<file path="src/dapa_pkg.sv">
// ----------------------------------------------------------------------------
// dapa_pkg: shared types and constants for the dominant axis plane angle block
// Holds the field widths, the arctangent table and the records that travel
// along the CORDIC cell row.
// ----------------------------------------------------------------------------
package dapa_pkg;

  localparam int COORD_WIDTH    = 24;
  localparam int CORDIC_STAGES  = 16;
  localparam int NUM_COORDS     = 9;
  localparam int IN_DATA_W      = ((NUM_COORDS * COORD_WIDTH + 7) / 8) * 8;
  localparam int DIFF_W         = COORD_WIDTH + 1;
  localparam int XY_W           = COORD_WIDTH + 3;
  localparam int ANGLE_W        = 16;
  localparam int OUT_DATA_W     = 16;
  localparam int OUT_USER_W     = 3;
  localparam int ATAN_TABLE_LEN = 24;
  localparam int IDX_W          = $clog2(ATAN_TABLE_LEN);

  localparam logic signed [ANGLE_W-1:0] HALF_PI = ANGLE_W'(12868);
  localparam logic signed [ANGLE_W-1:0] PI_MAX  = ANGLE_W'(25736);

  localparam logic signed [ANGLE_W-1:0] ATAN_Q13 [ATAN_TABLE_LEN] = '{
    ANGLE_W'(6434), ANGLE_W'(3798), ANGLE_W'(2007), ANGLE_W'(1019),
    ANGLE_W'(511),  ANGLE_W'(256),  ANGLE_W'(128),  ANGLE_W'(64),
    ANGLE_W'(32),   ANGLE_W'(16),   ANGLE_W'(8),    ANGLE_W'(4),
    ANGLE_W'(2),    ANGLE_W'(1),    ANGLE_W'(0),    ANGLE_W'(0),
    ANGLE_W'(0),    ANGLE_W'(0),    ANGLE_W'(0),    ANGLE_W'(0),
    ANGLE_W'(0),    ANGLE_W'(0),    ANGLE_W'(0),    ANGLE_W'(0)
  };

  typedef enum logic [1:0] {
    AXIS_X = 2'd0,
    AXIS_Y = 2'd1,
    AXIS_Z = 2'd2
  } axis_t;

  typedef struct packed {
    axis_t axis;
    logic  last_curve;
    logic  last_set;
    logic  zero;
  } side_t;

  typedef struct packed {
    logic signed [XY_W-1:0]    x;
    logic signed [XY_W-1:0]    y;
    logic signed [ANGLE_W-1:0] z;
    side_t                     side;
  } cell_t;

endpackage

</file>
<file path="src/dapa_front.sv">
// ----------------------------------------------------------------------------
// dapa_front: axis selection and vector setup
// First stage picks the dominant normal axis and forms the three differences;
// second stage selects the plane, folds the vector into the right half plane
// and seeds the CORDIC angle.
// ----------------------------------------------------------------------------
module dapa_front
  import dapa_pkg::*;
(
  input  logic                          clk,
  input  logic                          rst_n,
  input  logic                          up_valid,
  output logic                          up_ready,
  input  logic signed [COORD_WIDTH-1:0] normal [3],
  input  logic signed [COORD_WIDTH-1:0] center [3],
  input  logic signed [COORD_WIDTH-1:0] point  [3],
  input  logic                          last_curve,
  input  logic                          last_set,
  output logic                          dn_valid,
  input  logic                          dn_ready,
  output cell_t                         dn_data
);

  logic                     a_v_r;
  axis_t                    a_axis_r;
  logic signed [DIFF_W-1:0] a_diff_r [3];
  logic                     a_last_curve_r;
  logic                     a_last_set_r;
  logic                     a_ready;

  logic                     b_v_r;
  cell_t                    b_data_r;

  logic        [COORD_WIDTH-1:0] mag [3];
  axis_t                         axis_nxt;
  logic signed [DIFF_W-1:0]      diff_nxt [3];
  logic signed [DIFF_W-1:0]      d1;
  logic signed [DIFF_W-1:0]      d2;
  logic signed [XY_W-1:0]        e1;
  logic signed [XY_W-1:0]        e2;
  cell_t                         b_data_nxt;

  always_comb begin
    for (int k = 0; k < 3; k++) begin
      mag[k]      = normal[k][COORD_WIDTH-1] ? COORD_WIDTH'(-normal[k]) : normal[k];
      diff_nxt[k] = DIFF_W'(point[k]) - DIFF_W'(center[k]);
    end
    priority if (mag[0] >= mag[1] && mag[0] >= mag[2]) begin
      axis_nxt = AXIS_X;
    end else if (mag[1] >= mag[2]) begin
      axis_nxt = AXIS_Y;
    end else begin
      axis_nxt = AXIS_Z;
    end
  end

  assign a_ready  = !b_v_r || dn_ready;
  assign up_ready = !a_v_r || a_ready;

  always_ff @(posedge clk) begin
    if (!rst_n) begin
      a_v_r <= 1'b0;
    end else if (up_ready) begin
      a_v_r <= up_valid;
    end
  end

  always_ff @(posedge clk) begin
    if (up_ready && up_valid) begin
      a_axis_r       <= axis_nxt;
      a_diff_r       <= diff_nxt;
      a_last_curve_r <= last_curve;
      a_last_set_r   <= last_set;
    end
  end

  always_comb begin
    unique case (a_axis_r)
      AXIS_X: begin
        d1 = a_diff_r[1];
        d2 = a_diff_r[2];
      end
      AXIS_Y: begin
        d1 = a_diff_r[0];
        d2 = a_diff_r[2];
      end
      default: begin
        d1 = a_diff_r[0];
        d2 = a_diff_r[1];
      end
    endcase
    e1 = XY_W'(d1);
    e2 = XY_W'(d2);
    b_data_nxt.side.axis       = a_axis_r;
    b_data_nxt.side.last_curve = a_last_curve_r;
    b_data_nxt.side.last_set   = a_last_set_r;
    b_data_nxt.side.zero       = (d1 == '0) && (d2 == '0);
    priority if (d1[DIFF_W-1] && !d2[DIFF_W-1]) begin
      b_data_nxt.x = e2;
      b_data_nxt.y = -e1;
      b_data_nxt.z = HALF_PI;
    end else if (d1[DIFF_W-1]) begin
      b_data_nxt.x = -e2;
      b_data_nxt.y = e1;
      b_data_nxt.z = -HALF_PI;
    end else begin
      b_data_nxt.x = e1;
      b_data_nxt.y = e2;
      b_data_nxt.z = '0;
    end
  end

  always_ff @(posedge clk) begin
    if (!rst_n) begin
      b_v_r <= 1'b0;
    end else if (a_ready) begin
      b_v_r <= a_v_r;
    end
  end

  always_ff @(posedge clk) begin
    if (a_ready && a_v_r) begin
      b_data_r <= b_data_nxt;
    end
  end

  assign dn_valid = b_v_r;
  assign dn_data  = b_data_r;

endmodule

</file>
<file path="src/dapa_cell.sv">
// ----------------------------------------------------------------------------
// dapa_cell: one vectoring CORDIC iteration
// Rotates the vector toward the x axis by the table angle for its position
// in the row and registers the result for the next cell.
// ----------------------------------------------------------------------------
module dapa_cell
  import dapa_pkg::*;
(
  input  logic             clk,
  input  logic             rst_n,
  input  logic [IDX_W-1:0] stage_idx,
  input  logic             up_valid,
  output logic             up_ready,
  input  cell_t            up_data,
  output logic             dn_valid,
  input  logic             dn_ready,
  output cell_t            dn_data
);

  logic                   v_r;
  cell_t                  data_r;
  cell_t                  data_nxt;
  logic signed [XY_W-1:0] xs;
  logic signed [XY_W-1:0] ys;

  always_comb begin
    xs            = up_data.x >>> stage_idx;
    ys            = up_data.y >>> stage_idx;
    data_nxt.side = up_data.side;
    if (!up_data.y[XY_W-1]) begin
      data_nxt.x = up_data.x + ys;
      data_nxt.y = up_data.y - xs;
      data_nxt.z = up_data.z + ATAN_Q13[stage_idx];
    end else begin
      data_nxt.x = up_data.x - ys;
      data_nxt.y = up_data.y + xs;
      data_nxt.z = up_data.z - ATAN_Q13[stage_idx];
    end
  end

  assign up_ready = !v_r || dn_ready;

  always_ff @(posedge clk) begin
    if (!rst_n) begin
      v_r <= 1'b0;
    end else if (up_ready) begin
      v_r <= up_valid;
    end
  end

  always_ff @(posedge clk) begin
    if (up_ready && up_valid) begin
      data_r <= data_nxt;
    end
  end

  assign dn_valid = v_r;
  assign dn_data  = data_r;

endmodule

</file>
<file path="src/dominant_axis_plane_angle.sv">
// ----------------------------------------------------------------------------
// dominant_axis_plane_angle: angle of a sample point in the dominant plane
// Drops the normal's largest axis and returns atan2 of the point-minus-center
// differences in the two remaining axes, in signed Q3.13 radians.
// ----------------------------------------------------------------------------
// The block takes one transfer per clock while the output is not stalled and
// returns one result per input, in order. Each item passes through two setup
// stages, the row of CORDIC cells (one iteration per cell) and the output
// register. Every stage holds its item under backpressure and still accepts a
// new one when the stage ahead frees up, so bubbles in the row are squeezed
// out.
module dominant_axis_plane_angle
  import dapa_pkg::*;
(
  input  logic                  clk,
  input  logic                  rst_n,
  input  logic                  in_tvalid,
  output logic                  in_tready,
  // normal_x, normal_y, normal_z, center_x, center_y, center_z,
  // point_x, point_y, point_z
  input  logic [IN_DATA_W-1:0]  in_tdata,
  input  logic                  in_tlast,  // last_of_curve
  input  logic [0:0]            in_tuser,  // last_of_set
  output logic                  out_tvalid,
  input  logic                  out_tready,
  output logic [OUT_DATA_W-1:0] out_tdata, // angle
  output logic                  out_tlast, // out_last_of_curve
  output logic [OUT_USER_W-1:0] out_tuser  // dropped_axis, out_last_of_set
);

  logic signed [COORD_WIDTH-1:0] normal [3];
  logic signed [COORD_WIDTH-1:0] center [3];
  logic signed [COORD_WIDTH-1:0] point  [3];

  logic  row_valid [CORDIC_STAGES+1];
  logic  row_ready [CORDIC_STAGES+1];
  cell_t row_data  [CORDIC_STAGES+1];

  logic                      out_v_r;
  logic signed [ANGLE_W-1:0] out_angle_r;
  side_t                     out_side_r;
  logic signed [ANGLE_W-1:0] angle_nxt;
  cell_t                     last_cell;

  always_comb begin
    for (int k = 0; k < 3; k++) begin
      normal[k] = $signed(in_tdata[k*COORD_WIDTH +: COORD_WIDTH]);
      center[k] = $signed(in_tdata[(k+3)*COORD_WIDTH +: COORD_WIDTH]);
      point[k]  = $signed(in_tdata[(k+6)*COORD_WIDTH +: COORD_WIDTH]);
    end
  end

  dapa_front u_front (
    .clk        (clk),
    .rst_n      (rst_n),
    .up_valid   (in_tvalid),
    .up_ready   (in_tready),
    .normal     (normal),
    .center     (center),
    .point      (point),
    .last_curve (in_tlast),
    .last_set   (in_tuser[0]),
    .dn_valid   (row_valid[0]),
    .dn_ready   (row_ready[0]),
    .dn_data    (row_data[0])
  );

  for (genvar i = 0; i < CORDIC_STAGES; i++) begin : g_cell
    dapa_cell u_cell (
      .clk       (clk),
      .rst_n     (rst_n),
      .stage_idx (IDX_W'(i)),
      .up_valid  (row_valid[i]),
      .up_ready  (row_ready[i]),
      .up_data   (row_data[i]),
      .dn_valid  (row_valid[i+1]),
      .dn_ready  (row_ready[i+1]),
      .dn_data   (row_data[i+1])
    );
  end

  assign last_cell                = row_data[CORDIC_STAGES];
  assign row_ready[CORDIC_STAGES] = !out_v_r || out_tready;

  always_comb begin
    priority if (last_cell.side.zero) begin
      angle_nxt = '0;
    end else if (last_cell.z > PI_MAX) begin
      angle_nxt = PI_MAX;
    end else if (last_cell.z < -PI_MAX) begin
      angle_nxt = -PI_MAX;
    end else begin
      angle_nxt = last_cell.z;
    end
  end

  always_ff @(posedge clk) begin
    if (!rst_n) begin
      out_v_r <= 1'b0;
    end else if (row_ready[CORDIC_STAGES]) begin
      out_v_r <= row_valid[CORDIC_STAGES];
    end
  end

  always_ff @(posedge clk) begin
    if (row_ready[CORDIC_STAGES] && row_valid[CORDIC_STAGES]) begin
      out_angle_r <= angle_nxt;
      out_side_r  <= last_cell.side;
    end
  end

  assign out_tvalid = out_v_r;
  assign out_tdata  = OUT_DATA_W'(out_angle_r);
  assign out_tlast  = out_side_r.last_curve;
  assign out_tuser  = {out_side_r.last_set, out_side_r.axis};

  a_angle_range: assert property (@(posedge clk) disable iff (!rst_n)
    out_tvalid |-> ($signed(out_tdata) <= PI_MAX && $signed(out_tdata) >= -PI_MAX))
    else $error("angle outside of plus or minus pi");

  a_no_stall_when_drained: assert property (@(posedge clk) disable iff (!rst_n)
    out_tready |-> in_tready)
    else $error("input stalled while output is being taken");

  a_reset_empty: assert property (@(posedge clk)
    !rst_n |=> !out_tvalid)
    else $error("result offered right after reset");

endmodule
</file>
<file path="config.mk">
export PLATFORM = sky130hd
export DESIGN_NAME = dominant_axis_plane_angle
export DESIGN_NICKNAME = d
export VERILOG_FILES = /design/src/dapa_pkg.sv /design/src/dapa_front.sv /design/src/dapa_cell.sv /design/src/dominant_axis_plane_angle.sv
export SDC_FILE = /design/constraint.sdc
export NUM_CORES = 2
export LEC_CHECK = 0
export BUFFER_PORTS_ARGS = -buffer_cell sky130_fd_sc_hd__buf_2
export CORE_AREA = 2 2 405 567
export DETAILED_ROUTE_END_ITERATION = 10
export DIE_AREA = 0 0 407 569
export HOLD_SLACK_MARGIN = 0.06
export MAX_ROUTING_LAYER = met4
export PLACE_DENSITY = 0.55
export SYNTH_ARGS = -nofsm -noshare
export SYNTH_HDL_FRONTEND = slang
export SYNTH_SLANG_ARGS = --single-unit
</file>
<file path="constraint.sdc">
create_clock -name clk -period 20.4 [get_ports clk]
set_input_delay 4.08 -clock clk [delete_from_list [all_inputs] [get_ports clk]]
set_output_delay 4.08 -clock clk [all_outputs]
set_load 0.005 [all_outputs]
</file>
-- Yosys cells after proc, flatten, opt, wreduce, memory -nomap -nowiden
Cells that the tools add are included.
- bits in registers: 1231
- word-level logic and storage cells: 332
- output and inout bits: 22
- bits of input ports: 222
- reductions and logical operators: 67
- eq/ne operators: 1
- $add $sub $neg: 91
- mux-type cells: 24
- magnitude comparators: 5
- operator list (kind ; number):
    $mux 70 ; 16
    $sub 24x24->25 ; 3
    $ge 24x24->1 ; 3
    $mux 24 ; 3
    $neg 24->24 ; 3
    $add 27x14->27 ; 2
    $add 27x15->27 ; 2
    $add 27x16->27 ; 2
    $add 27x17->27 ; 2
    $add 27x18->27 ; 2
    $add 27x19->27 ; 2
    $add 27x20->27 ; 2
    $add 27x21->27 ; 2
    $add 27x22->27 ; 2
    $add 27x23->27 ; 2
    $add 27x24->27 ; 2
    $add 27x25->27 ; 2
    $add 27x26->27 ; 2
    $neg 25->27 ; 2
    $sub 27x14->27 ; 2
    $sub 27x15->27 ; 2
    $sub 27x16->27 ; 2
    $sub 27x17->27 ; 2
    $sub 27x18->27 ; 2
    50 further kinds ; 122

-- Logic depth before layout (Yosys ltp)
- word-level depth: 21
- gate-level depth with buffers: 19
- depth with buffers taken out: 19

-- Cells and area by module
Synthesis repeated with hierarchy kept, for this count alone.
- cells, all modules: 19943
- area total of the unflattened synthesis: 185559.2 um^2
- by module, submodules not included (module ; area an instance (um^2) ; cells an instance ; instances):
    dapa_cell (g_cell[11].u_cell ...) ; 10552.6 ; 1120 ; 8
    dapa_cell (g_cell[7].u_cell ...) ; 10791.6 ; 1137 ; 2
    dapa_front ; 13427.9 ; 1491 ; 1
    dapa_cell (g_cell[13].u_cell) ; 10906.7 ; 1195 ; 1
    dapa_cell (g_cell[0].u_cell) ; 10881.7 ; 1185 ; 1
    dapa_cell (g_cell[12].u_cell) ; 10874.2 ; 1170 ; 1
    dapa_cell (g_cell[10].u_cell) ; 10801.6 ; 1190 ; 1
    dapa_cell (g_cell[6].u_cell) ; 10766.6 ; 1207 ; 1
    dapa_cell (g_cell[9].u_cell) ; 10762.8 ; 1187 ; 1
    dominant_axis_plane_angle ; 1133.6 ; 84 ; 1

-- Worst setup path after synthesis
Ideal clock, no wire load.
- path type: input -> register
- start: input port out_tready
- end: register g_cell[6].u_cell.data_r (netlist bit g_cell[6].u_cell.dn_data[0]) (enable)
- data arrival time: 10.578 ns
- required time: 19.780 ns
- path buffers: 0
- path slack: 9.202 ns
- stages: 7
- cells stage by stage: nor2b_1 and3_1 and3_1 and3_1 and3_1 and2_1 a21boi_0
- word-level cells in the longest chain between the ends: 12
- ends and longest elaborated chain (what ; line ; source):
    start, declared ; dominant_axis_plane_angle.sv:25 ; input logic out_tready,
    $logic_or 1x1->1 ; dominant_axis_plane_angle.sv:83 ; assign row_ready[CORDIC_STAGES] = !out_v_r || out_tready;
    $logic_or 1x1->1 (10 in series) ; dapa_cell.sv:41 ; assign up_ready = !v_r || dn_ready;
    $logic_and 1x1->1 ; dapa_cell.sv:52 ; if (up_ready && up_valid) begin
    end signal, assigned ; dapa_cell.sv:53 ; data_r <= data_nxt;
    end, declared ; dapa_cell.sv:21 ; cell_t data_r;
No other way between the ends.
A chain may end at the register's enable or synchronous reset.

-- Worst setup path in the final report
- start: input port out_tready
- end: output port in_tready
- word-level cells in the longest chain between the ends: 19
- ends and longest elaborated chain (what ; line ; source):
    $logic_or 1x1->1 ; dominant_axis_plane_angle.sv:83 ;
    $logic_or 1x1->1 (16 in series) ; dapa_cell.sv:41 ;
    $logic_or 1x1->1 ; dapa_front.sv:57 ; assign a_ready = !b_v_r || dn_ready;
    $logic_or 1x1->1 ; dapa_front.sv:58 ; assign up_ready = !a_v_r || a_ready;
    end, declared ; dominant_axis_plane_angle.sv:18 ; output logic in_tready,
No other way between the ends.

==> qor.txt <==
routing usage on met2 - 0.430
CP dominant cell by count - and3_1
Die Area - 232000 µm²
first-pass GRT wire length - 388000 µm
crit path cell chain - buf_2 -> nor2b_1 -> and3_1 -> and3_1 -> nand2_1 -> nor4_2 -> and3_1 -> nand2_1 -> buf_2
Sink Count - 1133
GR Layer Usage met1 - 0.200
Bufs and invs on worst path - 2
post-cts sizing count - 0
Iter 0 DRT Violations - 3574
via count - 69336
WL final - 250000 µm
Synth Area per Inst - 9.65 µm²
Synth top area share - 0.371
CP Class - input pin to output pin
Post-synth EDFFs - 1114
CTS tree - yes
WL/cell - 19.6 µm
layout cells sized above 1 - 0.0620
most instantiated cells after synthesis - edfxtp_1, ha_1, nor2_1
setup bufs post-CTS - 0
fin. max-slew vios - 0
most common cell in the netlist - edfxtp_1
Tmin final - 10950 ps
hpwl dp - 206000 µm
Starting Density - 0.398
largest net degree at the start of global routing - 77
Finish-stage setup viols - 0
DRT Pass-1 Iters - 6
R2R Setup Slk - 14930 ps
status - complete, no violations
Buffers on Ports - 242
worst min path class - flop to flop
ys flop type - edfxtp_1
filler cell count - 21754
sequential-to-total area share from yosys stat - 0.375
Clock Path Buffers - 3
net switching power - 1.69 mW
initial antenna violation count - 29
vias in the first global route - 69431
via/cell ratio - 5.43
critical path's slowest cell - nor4_2
P&R area growth vs syn - 10.1%
Lkg Pwr - 40.2 nW
switching share of power - 0.278
internal cell power - 4.38 mW
Max VDD drop - 0.0849 mV
CTS H-tree depth - 3
Max-Cap Viols - 0
Worst-path clk slew - 60 ps
Final Hold Viols - 0
busiest layer in global routing - met2
Slew HR - 0.193
gr ovfl total - 0
Seq cells post-synth - 1133
all-layer global routing usage - 0.220
Logic pwr share - 0.177
maximum fanout along the worst path - 5
skew final - 57.5 ps
async set or reset register ratio after synthesis - 0
area of the mapped netlist - 90200 µm²
Crit. End Element - output pin
Worst-Margin Slew - 1190 ps
Clk Tree Root Cell - clkbuf_16
site row count - 207
RSZ-0062 raised after global routing - false
Max Fclk - 0.0913 GHz
I/O pin count - 244
Die H - 569 µm
post-synth cell types - 101
Mapped Cells - 9343
GRT met3 Usage - 0.0283
GP Congestion - 0.955
die width - 407 µm
Clk Latency, worst-skew pair - 810 ps
Synth Warn # - 0
Overall Power - 6.06 mW
data arrival time of the worst path - 6870 ps
Final #Nets - 10871
Hold Buf Count CTS - 0
PwrDens - 61.0 nW/µm²
clock share of power - 0.378
sequential share of power - 0.446
Final ANT Viol Nets - 0
final period utilization - 0.537
Worst Setup Start Kind - input pin
CP top delay family - simple AND/OR/NAND/NOR gates
Core Area - 227000 µm²
CTS buffer count - 121
Residual DRC - 0
WP data required - 16320 ps
Critical Path Max Stage Delay - 690 ps
ranking of synthesized cells by area - edfxtp_1, ha_1, xnor2_1
Yosys top cell by area - edfxtp_1
final setup TNS - 0 ps
-- final timing paths --
kind | start | endpoint | cells past startpoint
min | g_cell[5].u_cell.dn_data[1] | g_cell[6].u_cell.dn_data[1] | 0
max reg2reg | g_cell[0].u_cell.dn_data[49] | g_cell[1].u_cell.dn_data[47] | 18
max | out_tready | in_tready | 9
min reg2reg | g_cell[5].u_cell.dn_data[1] | g_cell[6].u_cell.dn_data[1] | 0
-- final cells by class --
class,count,area [µm²],area share
Antenna cell,29,72.6,0.000731
Clock buffer,151,3220,0.0324
Clock inverter,72,912,0.00918
Inverter,570,2140,0.0215
Multi-Input combinational cell,7493,53800,0.541
Sequential cell,1133,33800,0.341
Tap cell,3030,3790,0.0382
Timing Repair Buffer,290,1570,0.0158
-- per-stage QoR --
| stage | utilization | hold WS [ps] | setup slack, ps | area, µm² | cells |
|---|---|---|---|---|---|
| after floorplan | - | 400 | 9200 | 90200 | 9345 |
| after global placement | 0.420 | 401 | 9440 | 95100 | 12516 |
| after detailed placement | 0.420 | 405 | 9410 | 95100 | 12516 |
| after CTS | 0.438 | 408 | 9420 | 99200 | 12739 |
| after global routing | 0.438 | 419 | 9210 | 99300 | 12763 |
| final | 0.438 | 397 | 9450 | 99300 | 12768 |
-- layout by cell type, fill, tap and decap left out, types with 26 or more instances in the layout --
cell and instances:
ha_1 1001, and2_1 53, or2_2 30, nor3_1 268, buf_4 48, clkbuf_16 122, o21a_1 143, nand2b_1 104
a21boi_0 31, mux2i_1 78, o211ai_1 39, fa_1 39, and3_1 105, xor2_1 431, diode_2 29, o21bai_1 96
o31ai_1 57, a31oi_1 93, nor2b_1 145, buf_2 242, edfxtp_1 1114, nand2_1 455, nor2_1 921, a211o_1 47
nor3b_1 26, nor4_1 79, nand4_1 52, a21o_1 311, a211oi_1 71, o41ai_1 38, or3_1 85, xnor2_1 810
o21ai_0 433, nand3_1 179, inv_1 566, a21oi_1 895
-- logic make-up after synthesis --
| family | after synthesis | synth area share |
|---|---|---|
| multiplexers | 102 | 0.0117 |
| AND/OR/NAND/NOR | 2616 | 0.140 |
| adder cells (fa/ha/maj) | 1040 | 0.148 |
| XOR/XNOR | 1242 | 0.121 |
| AO/OA/AOI/OAI | 2490 | 0.174 |
| other | 1 | 0.0000416 |
| buffers and inverters | 719 | 0.0302 |
| flip-flops | 1133 | 0.375 |
-- power by group through the flow --
stage	Clock, mW	Sequential (mW)	Combinational, mW
2_1_floorplan	0	2.73	0.787
3_3_place_gp	0	2.75	1.06
3_5_place_dp	0	2.75	1.07
4_1_cts	2.36	2.70	1.08
5_1_grt	2.44	2.71	1.19
6_report	2.29	2.70	1.07
-- worst reg2reg max path: cells and delay by family (launching register included) --
kind	cells	cell delay, ps
simple gates	7	2230
compound gates	6	1370
buf+inv	1	110
xor+xnor	2	330
flops	1	530
fa+ha+maj	2	620
-- sequential cells by signal, summed over array words and instances, names as in the netlist --
signal,cells
g_cell.u_cell.dn_data,954
out_tvalid,1
u_front.a_v_r,1
u_front.a_axis_r,2
out_tuser,3
u_front.dn_data,62
out_tlast,1
u_front.dn_valid,1
u_front.a_last_curve_r,1
g_cell.u_cell.dn_valid,16
out_tdata,15
u_front.a_last_set_r,1
u_front.a_diff_r,75
-- metal layers --
metal | vias to the layer above | part of all wire | wire [µm]
met5 | - | 0 | 0
met4 | 0 | 0.065 | 16300
met3 | 564 | 0.032 | 8090
met2 | 1146 | 0.56 | 140000
met1 | 32858 | 0.35 | 86500
li1 | 34768 | - | -
(Power assumes the default switching activity.)
